**src/hdl/svv_pkg.sv**
```systemverilog
// Shared types, status codes and character classes for the version string validator.
`timescale 1ns / 1ps
`default_nettype none
package svv_pkg;

  // Result status codes.
  localparam logic [1:0] ST_VALID    = 2'd0;
  localparam logic [1:0] ST_INVALID  = 2'd1;
  localparam logic [1:0] ST_TOO_MANY = 2'd2;
  localparam logic [1:0] ST_TOO_LONG = 2'd3;

  // Separator characters and the leading-zero character.
  localparam logic [7:0] CH_DOT   = 8'h2e;
  localparam logic [7:0] CH_MINUS = 8'h2d;
  localparam logic [7:0] CH_PLUS  = 8'h2b;
  localparam logic [7:0] CH_ZERO  = 8'h30;

  // Which part of the version string is open.
  typedef enum logic [1:0] {
    PH_BASE = 2'd0,
    PH_PRE  = 2'd1,
    PH_META = 2'd2
  } phase_t;

  // One input item as it travels between the input stage and the parser.
  typedef struct packed {
    logic [7:0] ch;
    logic       has_char;
    logic       last;
  } item_t;

  function automatic logic is_digit(input logic [7:0] c);
    return (c >= 8'h30) && (c <= 8'h39);
  endfunction

  function automatic logic is_ident_char(input logic [7:0] c);
    return is_digit(c) || ((c >= 8'h61) && (c <= 8'h7a)) ||
           ((c >= 8'h41) && (c <= 8'h5a)) || (c == CH_MINUS);
  endfunction

endpackage
`default_nettype wire

```
**src/hdl/svv_in_stage.sv**
```systemverilog
// Input register stage that holds one item until the parser takes it.
`timescale 1ns / 1ps
`default_nettype none
module svv_in_stage (
  input  wire logic          clk,
  input  wire logic          rst_n,
  input  wire logic          in_valid,
  output logic               in_ready,
  input  wire svv_pkg::item_t in_item,
  input  wire logic          advance,
  output logic               stage_valid,
  output svv_pkg::item_t     stage_item
);
  import svv_pkg::*;

  logic  valid_r, valid_nxt;
  item_t item_r;

  // The stage frees up in the same cycle that its item moves on.
  assign in_ready = !valid_r || advance;

  always_comb begin
    valid_nxt = valid_r;
    if (in_valid && in_ready) begin
      valid_nxt = 1'b1;
    end else if (advance) begin
      valid_nxt = 1'b0;
    end
  end

  always_ff @(posedge clk) begin
    if (!rst_n) begin
      valid_r <= 1'b0;
    end else begin
      valid_r <= valid_nxt;
    end
  end

  always_ff @(posedge clk) begin
    if (in_valid && in_ready) begin
      item_r <= in_item;
    end
  end

  assign stage_valid = valid_r;
  assign stage_item  = item_r;

endmodule
`default_nettype wire

```
**src/hdl/svv_parser.sv**
```systemverilog
// Parser state and the per-character update logic for one version string.
`timescale 1ns / 1ps
`default_nettype none
module svv_parser #(
  parameter int MAX_LEN         = 64,
  parameter int MAX_IDENTS      = 8,
  parameter int MAX_BASE_IDENTS = 3
) (
  input  wire logic           clk,
  input  wire logic           rst_n,
  input  wire logic           step,
  input  wire svv_pkg::item_t item,
  output logic [1:0]          status
);
  import svv_pkg::*;

  // Identifier count saturates one above the limit; character count at the limit.
  localparam int CW = $clog2(MAX_IDENTS + 2);
  localparam int LW = $clog2(MAX_LEN + 1);
  localparam logic [CW-1:0] MAXI = CW'(MAX_IDENTS);
  localparam logic [CW-1:0] MAXB = CW'(MAX_BASE_IDENTS);
  localparam logic [LW-1:0] MAXL = LW'(MAX_LEN);

  typedef struct packed {
    phase_t        phase;
    logic [1:0]    ilen;
    logic          all_digits;
    logic          first_zero;
    logic [CW-1:0] icnt;
    logic [1:0]    err_base;
    logic [1:0]    err_pre;
    logic [1:0]    err_meta;
    logic [LW-1:0] ccnt;
    logic          too_long;
  } pstate_t;

  localparam pstate_t PS_RESET = '{
    phase: PH_BASE, ilen: 2'd0, all_digits: 1'b1, first_zero: 1'b0,
    icnt: '0, err_base: ST_VALID, err_pre: ST_VALID, err_meta: ST_VALID,
    ccnt: '0, too_long: 1'b0
  };

  pstate_t st_r, st_nxt;
  pstate_t st_char;
  pstate_t st_end;

  // Keep the strongest error seen in the open part.
  function automatic pstate_t raise_err(input pstate_t s, input logic [1:0] code);
    pstate_t r;
    r = s;
    unique case (s.phase)
      PH_BASE: if (r.err_base < code) r.err_base = code;
      PH_PRE:  if (r.err_pre < code) r.err_pre = code;
      default: if (r.err_meta < code) r.err_meta = code;
    endcase
    return r;
  endfunction

  function automatic pstate_t open_ident(input pstate_t s);
    pstate_t r;
    r = s;
    r.ilen       = 2'd0;
    r.all_digits = 1'b1;
    r.first_zero = 1'b0;
    return r;
  endfunction

  function automatic pstate_t close_ident(input pstate_t s);
    pstate_t r;
    logic    bad;
    r   = s;
    bad = 1'b0;
    if (s.ilen == 2'd0) begin
      bad = 1'b1;
    end else if (s.phase == PH_BASE) begin
      bad = !s.all_digits || (s.first_zero && (s.ilen >= 2'd2));
    end else if (s.phase == PH_PRE) begin
      bad = s.all_digits && s.first_zero && (s.ilen >= 2'd2);
    end
    if (bad) r = raise_err(r, ST_INVALID);
    if (r.icnt <= MAXI) r.icnt = r.icnt + 1'b1;
    if (r.icnt > MAXI) r = raise_err(r, ST_TOO_MANY);
    return open_ident(r);
  endfunction

  // An empty prerelease or metadata part is accepted.
  function automatic pstate_t close_part(input pstate_t s);
    pstate_t r;
    logic    empty;
    r     = s;
    empty = (s.phase != PH_BASE) && (s.icnt == '0) && (s.ilen == 2'd0);
    if (!empty) begin
      r = close_ident(r);
      if ((r.phase == PH_BASE) && (r.icnt > MAXB)) r = raise_err(r, ST_INVALID);
    end
    r.icnt = '0;
    return open_ident(r);
  endfunction

  function automatic pstate_t take_char(input pstate_t s, input logic [7:0] c);
    pstate_t r;
    logic    digit;
    logic    ok;
    r     = s;
    digit = is_digit(c);
    ok    = (s.phase == PH_BASE) ? digit : is_ident_char(c);
    if (s.ccnt >= MAXL) begin
      r.too_long = 1'b1;
    end else begin
      r.ccnt = s.ccnt + 1'b1;
    end
    if (c == CH_DOT) begin
      r = close_ident(r);
    end else if ((c == CH_MINUS) && (s.phase == PH_BASE)) begin
      r       = close_part(r);
      r.phase = PH_PRE;
    end else if ((c == CH_PLUS) && (s.phase != PH_META)) begin
      r       = close_part(r);
      r.phase = PH_META;
    end else begin
      // A second plus inside the metadata part falls through here as a bad byte.
      if (!ok) r = raise_err(r, ST_INVALID);
      if (s.ilen == 2'd0) r.first_zero = (c == CH_ZERO);
      if (!digit) r.all_digits = 1'b0;
      if (s.ilen < 2'd2) r.ilen = s.ilen + 1'b1;
    end
    return r;
  endfunction

  always_comb begin
    st_char = item.has_char ? take_char(st_r, item.ch) : st_r;
    st_end  = close_part(st_char);
    priority if (st_end.too_long) begin
      status = ST_TOO_LONG;
    end else if (st_end.err_base != ST_VALID) begin
      status = st_end.err_base;
    end else if (st_end.err_pre != ST_VALID) begin
      status = st_end.err_pre;
    end else begin
      status = st_end.err_meta;
    end
    st_nxt = st_r;
    if (step) begin
      st_nxt = item.last ? PS_RESET : st_char;
    end
  end

  always_ff @(posedge clk) begin
    if (!rst_n) begin
      st_r <= PS_RESET;
    end else begin
      st_r <= st_nxt;
    end
  end

endmodule
`default_nettype wire

```
**src/hdl/svv_out_stage.sv**
```systemverilog
// Result register that holds one status item until the receiver takes it.
`timescale 1ns / 1ps
`default_nettype none
module svv_out_stage (
  input  wire logic       clk,
  input  wire logic       rst_n,
  input  wire logic       load,
  input  wire logic [1:0] status,
  output logic            free,
  output logic            out_valid,
  input  wire logic       out_ready,
  output logic [1:0]      out_status
);
  import svv_pkg::*;

  logic       valid_r, valid_nxt;
  logic [1:0] status_r;

  assign free = !valid_r || out_ready;

  always_comb begin
    valid_nxt = valid_r;
    if (load) begin
      valid_nxt = 1'b1;
    end else if (out_ready) begin
      valid_nxt = 1'b0;
    end
  end

  always_ff @(posedge clk) begin
    if (!rst_n) begin
      valid_r <= 1'b0;
    end else begin
      valid_r <= valid_nxt;
    end
  end

  always_ff @(posedge clk) begin
    if (load) begin
      status_r <= status;
    end
  end

  assign out_valid  = valid_r;
  assign out_status = status_r;

endmodule
`default_nettype wire

```
**src/hdl/semver_string_validator.sv**
```systemverilog
// Top level of the semantic version string validator.
`timescale 1ns / 1ps
`default_nettype none
// Usage:
// The input channel carries a version string, one character per item. in_tdata
// holds the character byte, in_tuser says whether that byte is a character (an
// item with in_tuser low only ends the string when in_tlast is high, and is
// ignored otherwise), and in_tlast marks the final item of the string.
// Each string gives exactly one result item on the output channel, produced
// for its last item: 0 valid, 1 invalid, 2 too many identifiers, 3 too long.
// When the result register is free, the last item passes through the input
// register and its result is loaded from there into the result register,
// which raises out_tvalid. Throughput is one item per cycle while no last item
// waits for the result register, set by the combinational character update
// between the input register and the parser state.
// When the receiver stalls, the result register holds its item and the block
// keeps taking characters; only a second last item waits in the input
// register until the result register frees up, and in_tready drops then.
// Synchronous reset (rst_n low) empties both registers and returns the parser
// to the start of a string.
module semver_string_validator #(
  parameter int MAX_LEN         = 64,
  parameter int MAX_IDENTS      = 8,
  parameter int MAX_BASE_IDENTS = 3
) (
  input  wire logic       clk,
  input  wire logic       rst_n,
  input  wire logic       in_tvalid,
  output logic            in_tready,
  input  wire logic [7:0] in_tdata,   // [7:0] ch
  input  wire logic       in_tuser,   // [0] has_char
  input  wire logic       in_tlast,
  output logic            out_tvalid,
  input  wire logic       out_tready,
  output logic [7:0]      out_tdata   // [1:0] status, [7:2] zero
);
  import svv_pkg::*;

  item_t      in_item;
  item_t      stage_item;
  logic       stage_valid;
  logic       advance;
  logic       out_free;
  logic [1:0] status;
  logic [1:0] out_status;

  assign in_item = '{ch: in_tdata, has_char: in_tuser, last: in_tlast};

  // A character item always moves on; a last item needs room for its result.
  assign advance = stage_valid && (!stage_item.last || out_free);

  svv_in_stage u_in_stage (
    .clk         (clk),
    .rst_n       (rst_n),
    .in_valid    (in_tvalid),
    .in_ready    (in_tready),
    .in_item     (in_item),
    .advance     (advance),
    .stage_valid (stage_valid),
    .stage_item  (stage_item)
  );

  svv_parser #(
    .MAX_LEN         (MAX_LEN),
    .MAX_IDENTS      (MAX_IDENTS),
    .MAX_BASE_IDENTS (MAX_BASE_IDENTS)
  ) u_parser (
    .clk    (clk),
    .rst_n  (rst_n),
    .step   (advance),
    .item   (stage_item),
    .status (status)
  );

  svv_out_stage u_out_stage (
    .clk        (clk),
    .rst_n      (rst_n),
    .load       (advance && stage_item.last),
    .status     (status),
    .free       (out_free),
    .out_valid  (out_tvalid),
    .out_ready  (out_tready),
    .out_status (out_status)
  );

  assign out_tdata = {6'd0, out_status};

endmodule
`default_nettype wire

```
**config.mk**
```make
export PLATFORM = sky130hd
export DESIGN_NAME = semver_string_validator
export DESIGN_NICKNAME = d
export VERILOG_FILES = /design/src/hdl/svv_pkg.sv /design/src/hdl/svv_in_stage.sv /design/src/hdl/svv_parser.sv /design/src/hdl/svv_out_stage.sv /design/src/hdl/semver_string_validator.sv
export SDC_FILE = /design/constraint.sdc
export NUM_CORES = 1
export LEC_CHECK = 0
export ABC_AREA = 1
export ABC_CLOCK_PERIOD_IN_PS = 2100
export BUFFER_PORTS_ARGS = -buffer_cell sky130_fd_sc_hd__buf_2
export CAP_MARGIN = 20
export CORE_MARGIN = 1
export CORE_UTILIZATION = 45
export DETAILED_ROUTE_END_ITERATION = 16
export GPL_ROUTABILITY_DRIVEN = 0
export PLACE_DENSITY = 0.61
export SLEW_MARGIN = 15
export SYNTH_ARGS = -nofsm -noshare
export SYNTH_HDL_FRONTEND = slang
export SYNTH_HIERARCHICAL = 1
export SYNTH_SLANG_ARGS = --single-unit
export TNS_END_PERCENT = 20
```
**constraint.sdc**
```tcl
create_clock -name clk -period 2.1 [get_ports clk]
set_input_delay 0.105 -clock clk [delete_from_list [all_inputs] [get_ports clk]]
set_output_delay 0.105 -clock clk [all_outputs]
set_load 0.02 [all_outputs]
```
== Yosys cells after proc, flatten, opt, wreduce, memory -nomap -nowiden ==
Cells that the tools add are included.

* Register bits: 38
* Input port bits: 14
* Output and inout bits: 10
* Logic and storage cells: 276

* $add $sub $neg: 6
* Order comparisons: 48
* Equal/unequal tests: 14
* Muxes and demuxes: 130
* Reduce and logical (&&, ||, !) cells: 62

{| class="wikitable"
|+ Operators with widths
! kind !! number
|-
| 24-bit two-way mux || 22
|-
| 14-bit two-way mux || 15
|-
| 2-bit two-way mux || 57
|-
| 4-bit two-way mux || 13
|-
| 8-bit by 6-bit equality test with 1-bit output (second input constant) || 4
|-
| 2-bit by 1-bit < comparator with 1-bit output (second input constant) || 15
|-
| 2-bit < comparator (second input constant) || 13
|-
| 2-bit zero test || 11
|-
| 1-bit two-way mux || 22
|-
| 1-bit logical AND || 21
|-
| 2-bit by 1-bit equality test with 1-bit output (second input constant) || 9
|-
| 2-bit OR reduction || 9
|-
| 4-bit by 1-bit adder with 4-bit output (second input constant) || 4
|-
| 8-bit by 7-bit >= comparator with 1-bit output (second input constant) || 2
|-
| 4-bit greater-than comparator (second input constant) || 4
|-
| 4-bit <= comparator (second input constant) || 4
|-
| 8-bit by 7-bit <= comparator with 1-bit output (second input constant) || 2
|-
| 4-bit by 2-bit greater-than comparator with 1-bit output (second input constant) || 3
|-
| 2-bit nonzero test || 6
|-
| 8-bit by 6-bit >= comparator with 1-bit output (second input constant) || 1
|-
| 8-bit by 6-bit <= comparator with 1-bit output (second input constant) || 1
|-
| 4-bit zero test || 2
|-
| 1-bit logical OR || 8
|-
| 7-bit by 1-bit adder with 7-bit output (second input constant) || 1
|-
| other kinds (6) || 11
|}

== Longest topological paths before layout ==
* Depth after elaboration: 57
* Depth in mapped cells: 19
* Mapped depth without buffers: 19

== Cells and area by module ==
The synthesis kept the hierarchy.

{| class="wikitable"
|+ By module, submodules not included
! module !! times used !! cells each !! area an instance (um2) !! seq. area each (um2)
|-
| svv_parser || 1 || 344 || 1975.6 || 480.5
|-
| svv_in_stage || 1 || 17 || 351.6 || 320.3
|-
| svv_out_stage || 1 || 8 || 106.4 || 80.1
|-
| semver_string_validator || 1 || 12 || 73.8 || 0.0
|}

== Worst setup path before layout ==
Ideal clock, no wire load.

* Kind: reg2reg
* Start point: reg u_parser/st_r[14] in the netlist's numbering
* End point: reg u_out_stage.status_r[0] (netlist: u_out_stage/out_status[0]) (data pin)
* Arrival time: 1.729 ns
* Path slack: 0.117 ns
* Cell stages (with the launch flop): 17
* Path buffers: 0
* Period minus slack after synthesis: 1.983 ns
* Path through: dfxtp_1 -> inv_1 -> ha_1 -> nand2_1 -> nand2_1 -> o21ai_1 -> nand2_1 -> nor2_2 -> nor2_1 -> nand3_1 -> nand2_1 -> nor2_1 -> nand3_2 -> nand2_2 -> a21oi_1 -> nand2_1 -> nand2_1

* Longest elaborated chain between the ends: 43
* Elaborated cells between the ends (all ways): 118
* Classes of those cells: 4 x add/sub; 26 x order compare; 77 x mux; 11 x reduce/logical

{| class="wikitable"
|+ Ends and longest elaborated chain
! what !! RTL line !! RTL
|-
| start, declared || svv_parser.sv:43 || <nowiki>pstate_t st_r, st_nxt;</nowiki>
|-
| start signal, assigned || svv_parser.sv:152 || <nowiki>st_r <= st_nxt;</nowiki>
|-
| 24-bit two-way mux || svv_parser.sv:92 || <nowiki>if (!empty) begin</nowiki>
|-
| 24-bit two-way mux || svv_parser.sv:117 || <nowiki>end else if ((c == CH_PLUS) && (s.phase != PH_META)) begin</nowiki>
|-
| 24-bit two-way mux || svv_parser.sv:114 || <nowiki>end else if ((c == CH_MINUS) && (s.phase == PH_BASE)) begin</nowiki>
|-
| 24-bit two-way mux || svv_parser.sv:112 || <nowiki>if (c == CH_DOT) begin</nowiki>
|-
| 4-bit by 1-bit adder with 4-bit output / 4-bit <= comparator (equally long branches) || svv_parser.sv:81 || <nowiki>if (r.icnt <= MAXI) r.icnt = r.icnt + 1'b1;</nowiki>
|-
| 4-bit two-way mux || svv_parser.sv:81 ||
|-
| 4-bit two-way mux || svv_parser.sv:92 ||
|-
| 4-bit two-way mux || svv_parser.sv:117 ||
|-
| (+27 left out) || - ||
|-
| 2-bit by 1-bit < comparator with 1-bit output || svv_parser.sv:53 || <nowiki>PH_PRE: if (r.err_pre < code) r.err_pre = code;</nowiki>
|-
| 2-bit two-way mux || svv_parser.sv:53 ||
|-
| 2-bit two-way mux || svv_parser.sv:51 || <nowiki>unique case (s.phase)</nowiki>
|-
| 14-bit two-way mux || svv_parser.sv:94 || <nowiki>if ((r.phase == PH_BASE) && (r.icnt > MAXB)) r = raise_err(r, ST_INVALID);</nowiki>
|-
| 14-bit two-way mux (*) || svv_parser.sv:92 ||
|-
| 2-bit nonzero test || svv_parser.sv:137 || <nowiki>end else if (st_end.err_pre != ST_VALID) begin</nowiki>
|-
| 2-bit two-way mux || svv_parser.sv:137 ||
|-
| 2-bit two-way mux || svv_parser.sv:135 || <nowiki>end else if (st_end.err_base != ST_VALID) begin</nowiki>
|-
| end signal, assigned || svv_out_stage.sv:40 || <nowiki>status_r <= status;</nowiki>
|-
| end, declared || svv_out_stage.sv:17 || <nowiki>logic [1:0] status_r;</nowiki>
|}

Every way passes the cells marked *; elsewhere a longest branch is shown, timed or not. The select of a mux whose other input is x is not followed.
A chain may end at the register's enable or synchronous reset.

== Final worst setup path ==
* Start point: reg u_in_stage.item_r, in the netlist u_in_stage/stage_item[8]
* End point: reg u_out_stage.status_r[0] (netlist: u_out_stage/out_status[0]) (data pin)

* Longest elaborated chain between the ends: 29
* Elaborated cells between the ends (all ways): 94
* Classes of those cells: 1 x add/sub; 19 x order compare; 7 x eq/ne; 40 x mux; 27 x reduce/logical

{| class="wikitable"
|+ Ends and longest elaborated chain
! what !! RTL line !! RTL
|-
| start, declared || svv_in_stage.sv:17 || <nowiki>item_t item_r;</nowiki>
|-
| start signal, assigned || svv_in_stage.sv:41 || <nowiki>item_r <= in_item;</nowiki>
|-
| 8-bit by 6-bit >= comparator with 1-bit output, or another cell as far along || svv_pkg.sv:33 || <nowiki>return (c >= 8'h30) && (c <= 8'h39);</nowiki>
|-
| 1-bit logical AND (on tied branches) || svv_pkg.sv:33, svv_pkg.sv:37 ||
|-
| 1-bit logical OR (2 in a row) || svv_pkg.sv:37 || <nowiki>return is_digit(c) || ((c >= 8'h61) && (c <= 8'h7a)) ||</nowiki>
|-
| 1-bit logical OR || svv_pkg.sv:38 || <nowiki>((c >= 8'h41) && (c <= 8'h5a)) || (c == CH_MINUS);</nowiki>
|-
| 1-bit two-way mux || svv_parser.sv:106 || <nowiki>ok = (s.phase == PH_BASE) ? digit : is_ident_char(c);</nowiki>
|-
| 14-bit two-way mux || svv_parser.sv:122 || <nowiki>if (!ok) r = raise_err(r, ST_INVALID);</nowiki>
|-
| 24-bit two-way mux || svv_parser.sv:117 ||
|-
| 24-bit two-way mux || svv_parser.sv:114 ||
|-
| (+12 left out) || - ||
|-
| 2-bit by 1-bit < comparator with 1-bit output || svv_parser.sv:53 ||
|-
| 2-bit two-way mux || svv_parser.sv:53 ||
|-
| 2-bit two-way mux || svv_parser.sv:51 ||
|-
| 14-bit two-way mux || svv_parser.sv:94 ||
|-
| 14-bit two-way mux (*) || svv_parser.sv:92 ||
|-
| 2-bit nonzero test || svv_parser.sv:137 ||
|-
| 2-bit two-way mux || svv_parser.sv:137 ||
|-
| 2-bit two-way mux || svv_parser.sv:135 ||
|}

Marks and branches as above.

==> run summary <==
The flow ran to the end, but the final reports show violations. The final reports fail on setup timing. In this run the worst hold path is classified as input port to flip-flop. The wire length of the first global-routing pass is 10.5 mm. The leakage power total is 0.00147 uW. The timing-limited maximum frequency is 462 MHz.

The start-to-end type of the worst setup path is flip-flop to flip-flop. The area growth from synthesis to final layout is 29.8%. The overall overflow remaining after global route is 0.

The share of the synthesized area in the top cell type came out at 20.8%. Among the stages of the critical path, the cell type that occurs most often is sky130_fd_sc_hd__nand2_1. Dividing the detail-routed via count by the number of cells gives 4.88.

Synthesis handed over a netlist of 381 instances. The area taken by flip-flops and latches came out at 882 sq um. Buffers placed on the I/O ports in this run total 17. The biggest fanout along the worst timing path came out at 4. The longest individual stage delay on the worst path came out at 0.41 ns. Leaving out filler cells and counting taps, the final layout contains 518. The clock input transition at the sequential cells of the worst setup and hold paths came out at 0.08 ns. The detailed-route wire length came out at 6.21 mm. In this run the deepest clock path goes through 2 buffers. The die outline area came out at 0.00587 sq mm. Setup repair after global routing could not meet its margin everywhere. The clock skew after layout is 0.00648 ns. The number of distinct library cells after synthesis is 35. The most frequently used flop master after synthesis is sky130_fd_sc_hd__dfxtp_1.

The flop-to-flop setup slack is -0.06 ns. The max-cap check violation count is 0. The number of placed instances, taps included is 498.

STA classifies the critical path startpoint as a flip-flop. The final hold violation count came to 0. The time the final worst path needs with I/O delays and setup came out at 2.16 ns. The count of vias placed by the detailed router is 2527. The proportion of synthesized flip-flops having asynchronous set or reset came out at 0%. TritonCTS built the clock tree.

By count the netlist is led by sky130_fd_sc_hd__nand2_1, sky130_fd_sc_hd__inv_1, sky130_fd_sc_hd__nor2_1. The H-tree depth is 2. The number of failing setup endpoints in the final timing report came out at 2. The via count of the first global-routing pass came out at 2383. The clock insertion delay at the later pin of the skew report is 0.30 ns. The initial antenna violation count is 0. The floorplan has 26 rows. The placed wire-length estimate after detailed placement came out at 4.56 mm. The number of iterations in the first detailed-routing pass came out at 4. The standard cell core area is 0.00524 sq mm. In the post-synthesis netlist, the biggest area contributors are sky130_fd_sc_hd__dfxtp_1, sky130_fd_sc_hd__nand2_1, sky130_fd_sc_hd__edfxtp_1.

The synthesized area divided by synthesized cell count came out at 6.58 sq um. Adding up every negative setup slack in the final design gives -0.0983 ns. The arrival time at the worst endpoint came out at 2.22 ns. The synthesized netlist occupies a cell area of 0.00251 sq mm. The max-slew violation total from the final report is 0. Counting flops with a built-in enable in the synthesized netlist gives 12. The I/O pin count came out at 24.

Final hold analysis gives a worst-case slack of 0.0441 ns. Of all cell types, the one taking the most synthesized area is sky130_fd_sc_hd__dfxtp_1. The slowest cell on the critical path is sky130_fd_sc_hd__edfxtp_1. The root cell of the clock tree is sky130_fd_sc_hd__clkbuf_8. Entering global routing, the biggest net connects 22 pins. The area of combinational cells with multiple inputs came out at 0.00147 sq mm.

The total number of nets in the final design came out at 467. The final antenna-violating net count is 0. The post-route total power is 1540 uW. The kind of end point of the critical path is a flip-flop. The count of routing violations after the opening detailed-route iteration came out at 156. The register area share after synthesis is 35.1%. The width of the die is 76.6 um. Across the VDD grid, the largest voltage drop is 0.435 mV. The y dimension of the die is 76.6 um.

The number of design rule violations left after detail routing came out at 0. The fill cell total of the finished layout is 479. The initial standard-cell utilization of the core came out at 47.9%. The yosys synthesis warning count came out at 6. The number of sinks driven by the clock tree came out at 38.

The global-route usage over all layers came out at 22.5%. The fraction of the cycle the final worst path needs came out at 103%. The number of antenna diodes in the final layout is 0.

The worst pin sits at a relative slew slack of 48.5%. The worst endpoint required time is 2.16 ns. The worst setup margin came out at -0.0627 ns. The mean routed wirelength per cell came out at 12.0 um.

At the pin with the least slew margin, the transition time is 0.772 ns. The post-route netlist has 27.9% of its cells at a drive strength greater than 1. The number of clock buffers added by TritonCTS is 5.

The signal on the critical path passes through inv_2 -> nand2_2 -> nor2_4 -> nand3_4 -> nand2_4 -> nor2_4 -> nand2_2 -> nand2_2 -> nand2_1 -> nand2_1 -> nand2_1 -> nand2_2 -> o21ai_2 -> nand2_1 -> a21oi_2 -> nand2_1. For this design the ratio of total power to cell area is 474 mW/mm^2. The synthesized design contains 38 register bits. By instance count, the leading cell after synthesis is sky130_fd_sc_hd__nand2_1.
## kinds of logic after synthesis
kind of cell	Yosys count	synth area share, %
AND/OR/NAND/NOR	194	33.9
buffers and inverters	80	12.9
AO/OA/AOI/OAI	61	14.6
flip-flops	38	35.1
adder cells (fa/ha/maj)	6	2.99
XOR/XNOR	1	0.349
other	1	0.150
## where the power goes
part	switching, uW	internal, uW	total, uW
logic	143	94.5	238
registers	17.8	780	798
clock network	281	228	509
## worst max-delay path, delay by kind of cell (launching register included)
family          cells  cell delay (ns)
flops               1             0.41
compound gates      2             0.27
buf+inv             1             0.08
simple gates       13             1.16
## final cells by class
cell class,count,area share (%)
Clock buffer,5,2.11
Tap cell,70,2.69
Clock inverter,3,0.500
Inverter,69,8.07
Timing Repair Buffer,65,14.5
Sequential cell,38,27.1
Multi-Input combinational cell,268,45.1
## cells in the final DEF, fill, tap and decap left out, types with 10 or more instances in the layout
master,netlist,routed
sky130_fd_sc_hd__edfxtp_1,12,12
sky130_fd_sc_hd__buf_2,1,17
sky130_fd_sc_hd__dfxtp_1,26,25
sky130_fd_sc_hd__a21oi_1,26,24
sky130_fd_sc_hd__nand2_2,10,22
sky130_fd_sc_hd__nor2_1,43,38
sky130_fd_sc_hd__nand2_1,97,81
sky130_fd_sc_hd__inv_1,65,60
sky130_fd_sc_hd__nand3_1,24,23
sky130_fd_sc_hd__dlygate4sd3_1,0,10
sky130_fd_sc_hd__buf_4,6,38
## flip-flops by register name, summed over array words and instances (netlist names)
signal                  cells
u_in_stage/stage_valid      1
u_out_stage/out_status      2
u_out_stage/out_valid       1
u_parser/st_r              24
u_in_stage/stage_item      10
## path summary, 6_finish.rpt
| kind | startpoint | to | depth (start not counted) |
|---|---|---|---|
| worst min register to register | u_parser/st_r[12] | u_parser/st_r[12] | 2 |
| worst max register to register | u_in_stage/stage_item[8] | u_out_stage/out_status[0] | 16 |
| worst min-delay path | rst_n | u_parser/st_r[19] | 2 |
| worst max-delay path | u_in_stage/stage_item[8] | u_out_stage/out_status[0] | 16 |
## through the flow
step / cell area [sq um] / utilization [%] / setup WS (ns)
final: 3250 / 62.1 / -0.0627
after global routing: 3250 / 62.1 / -0.226
after CTS: 3140 / 60.0 / -0.0449
after detailed placement: 2900 / 55.4 / -0.0618
after global placement: 2900 / 55.4 / -0.0462
after floorplan: 2530 / - / 0.117
## per-layer routing
metal | wire (um) | global-route usage [%]
met1 | 2940 | 28.5
met2 | 2980 | 38.0
met3 | 223 | 4.67
met4 | 64 | 7.31
met5 | 0 | 0
## timing repair
item                                    in CTS  in global routing
hold buffers                                10                  0
pin swaps                                    7                 20
setup buffers                                0                  2
hold endpoints to repair                    10                  0
resized for setup                           16                 33
endpoints found under the setup margin       2                  5
Power figures use the tool's default switching activity.
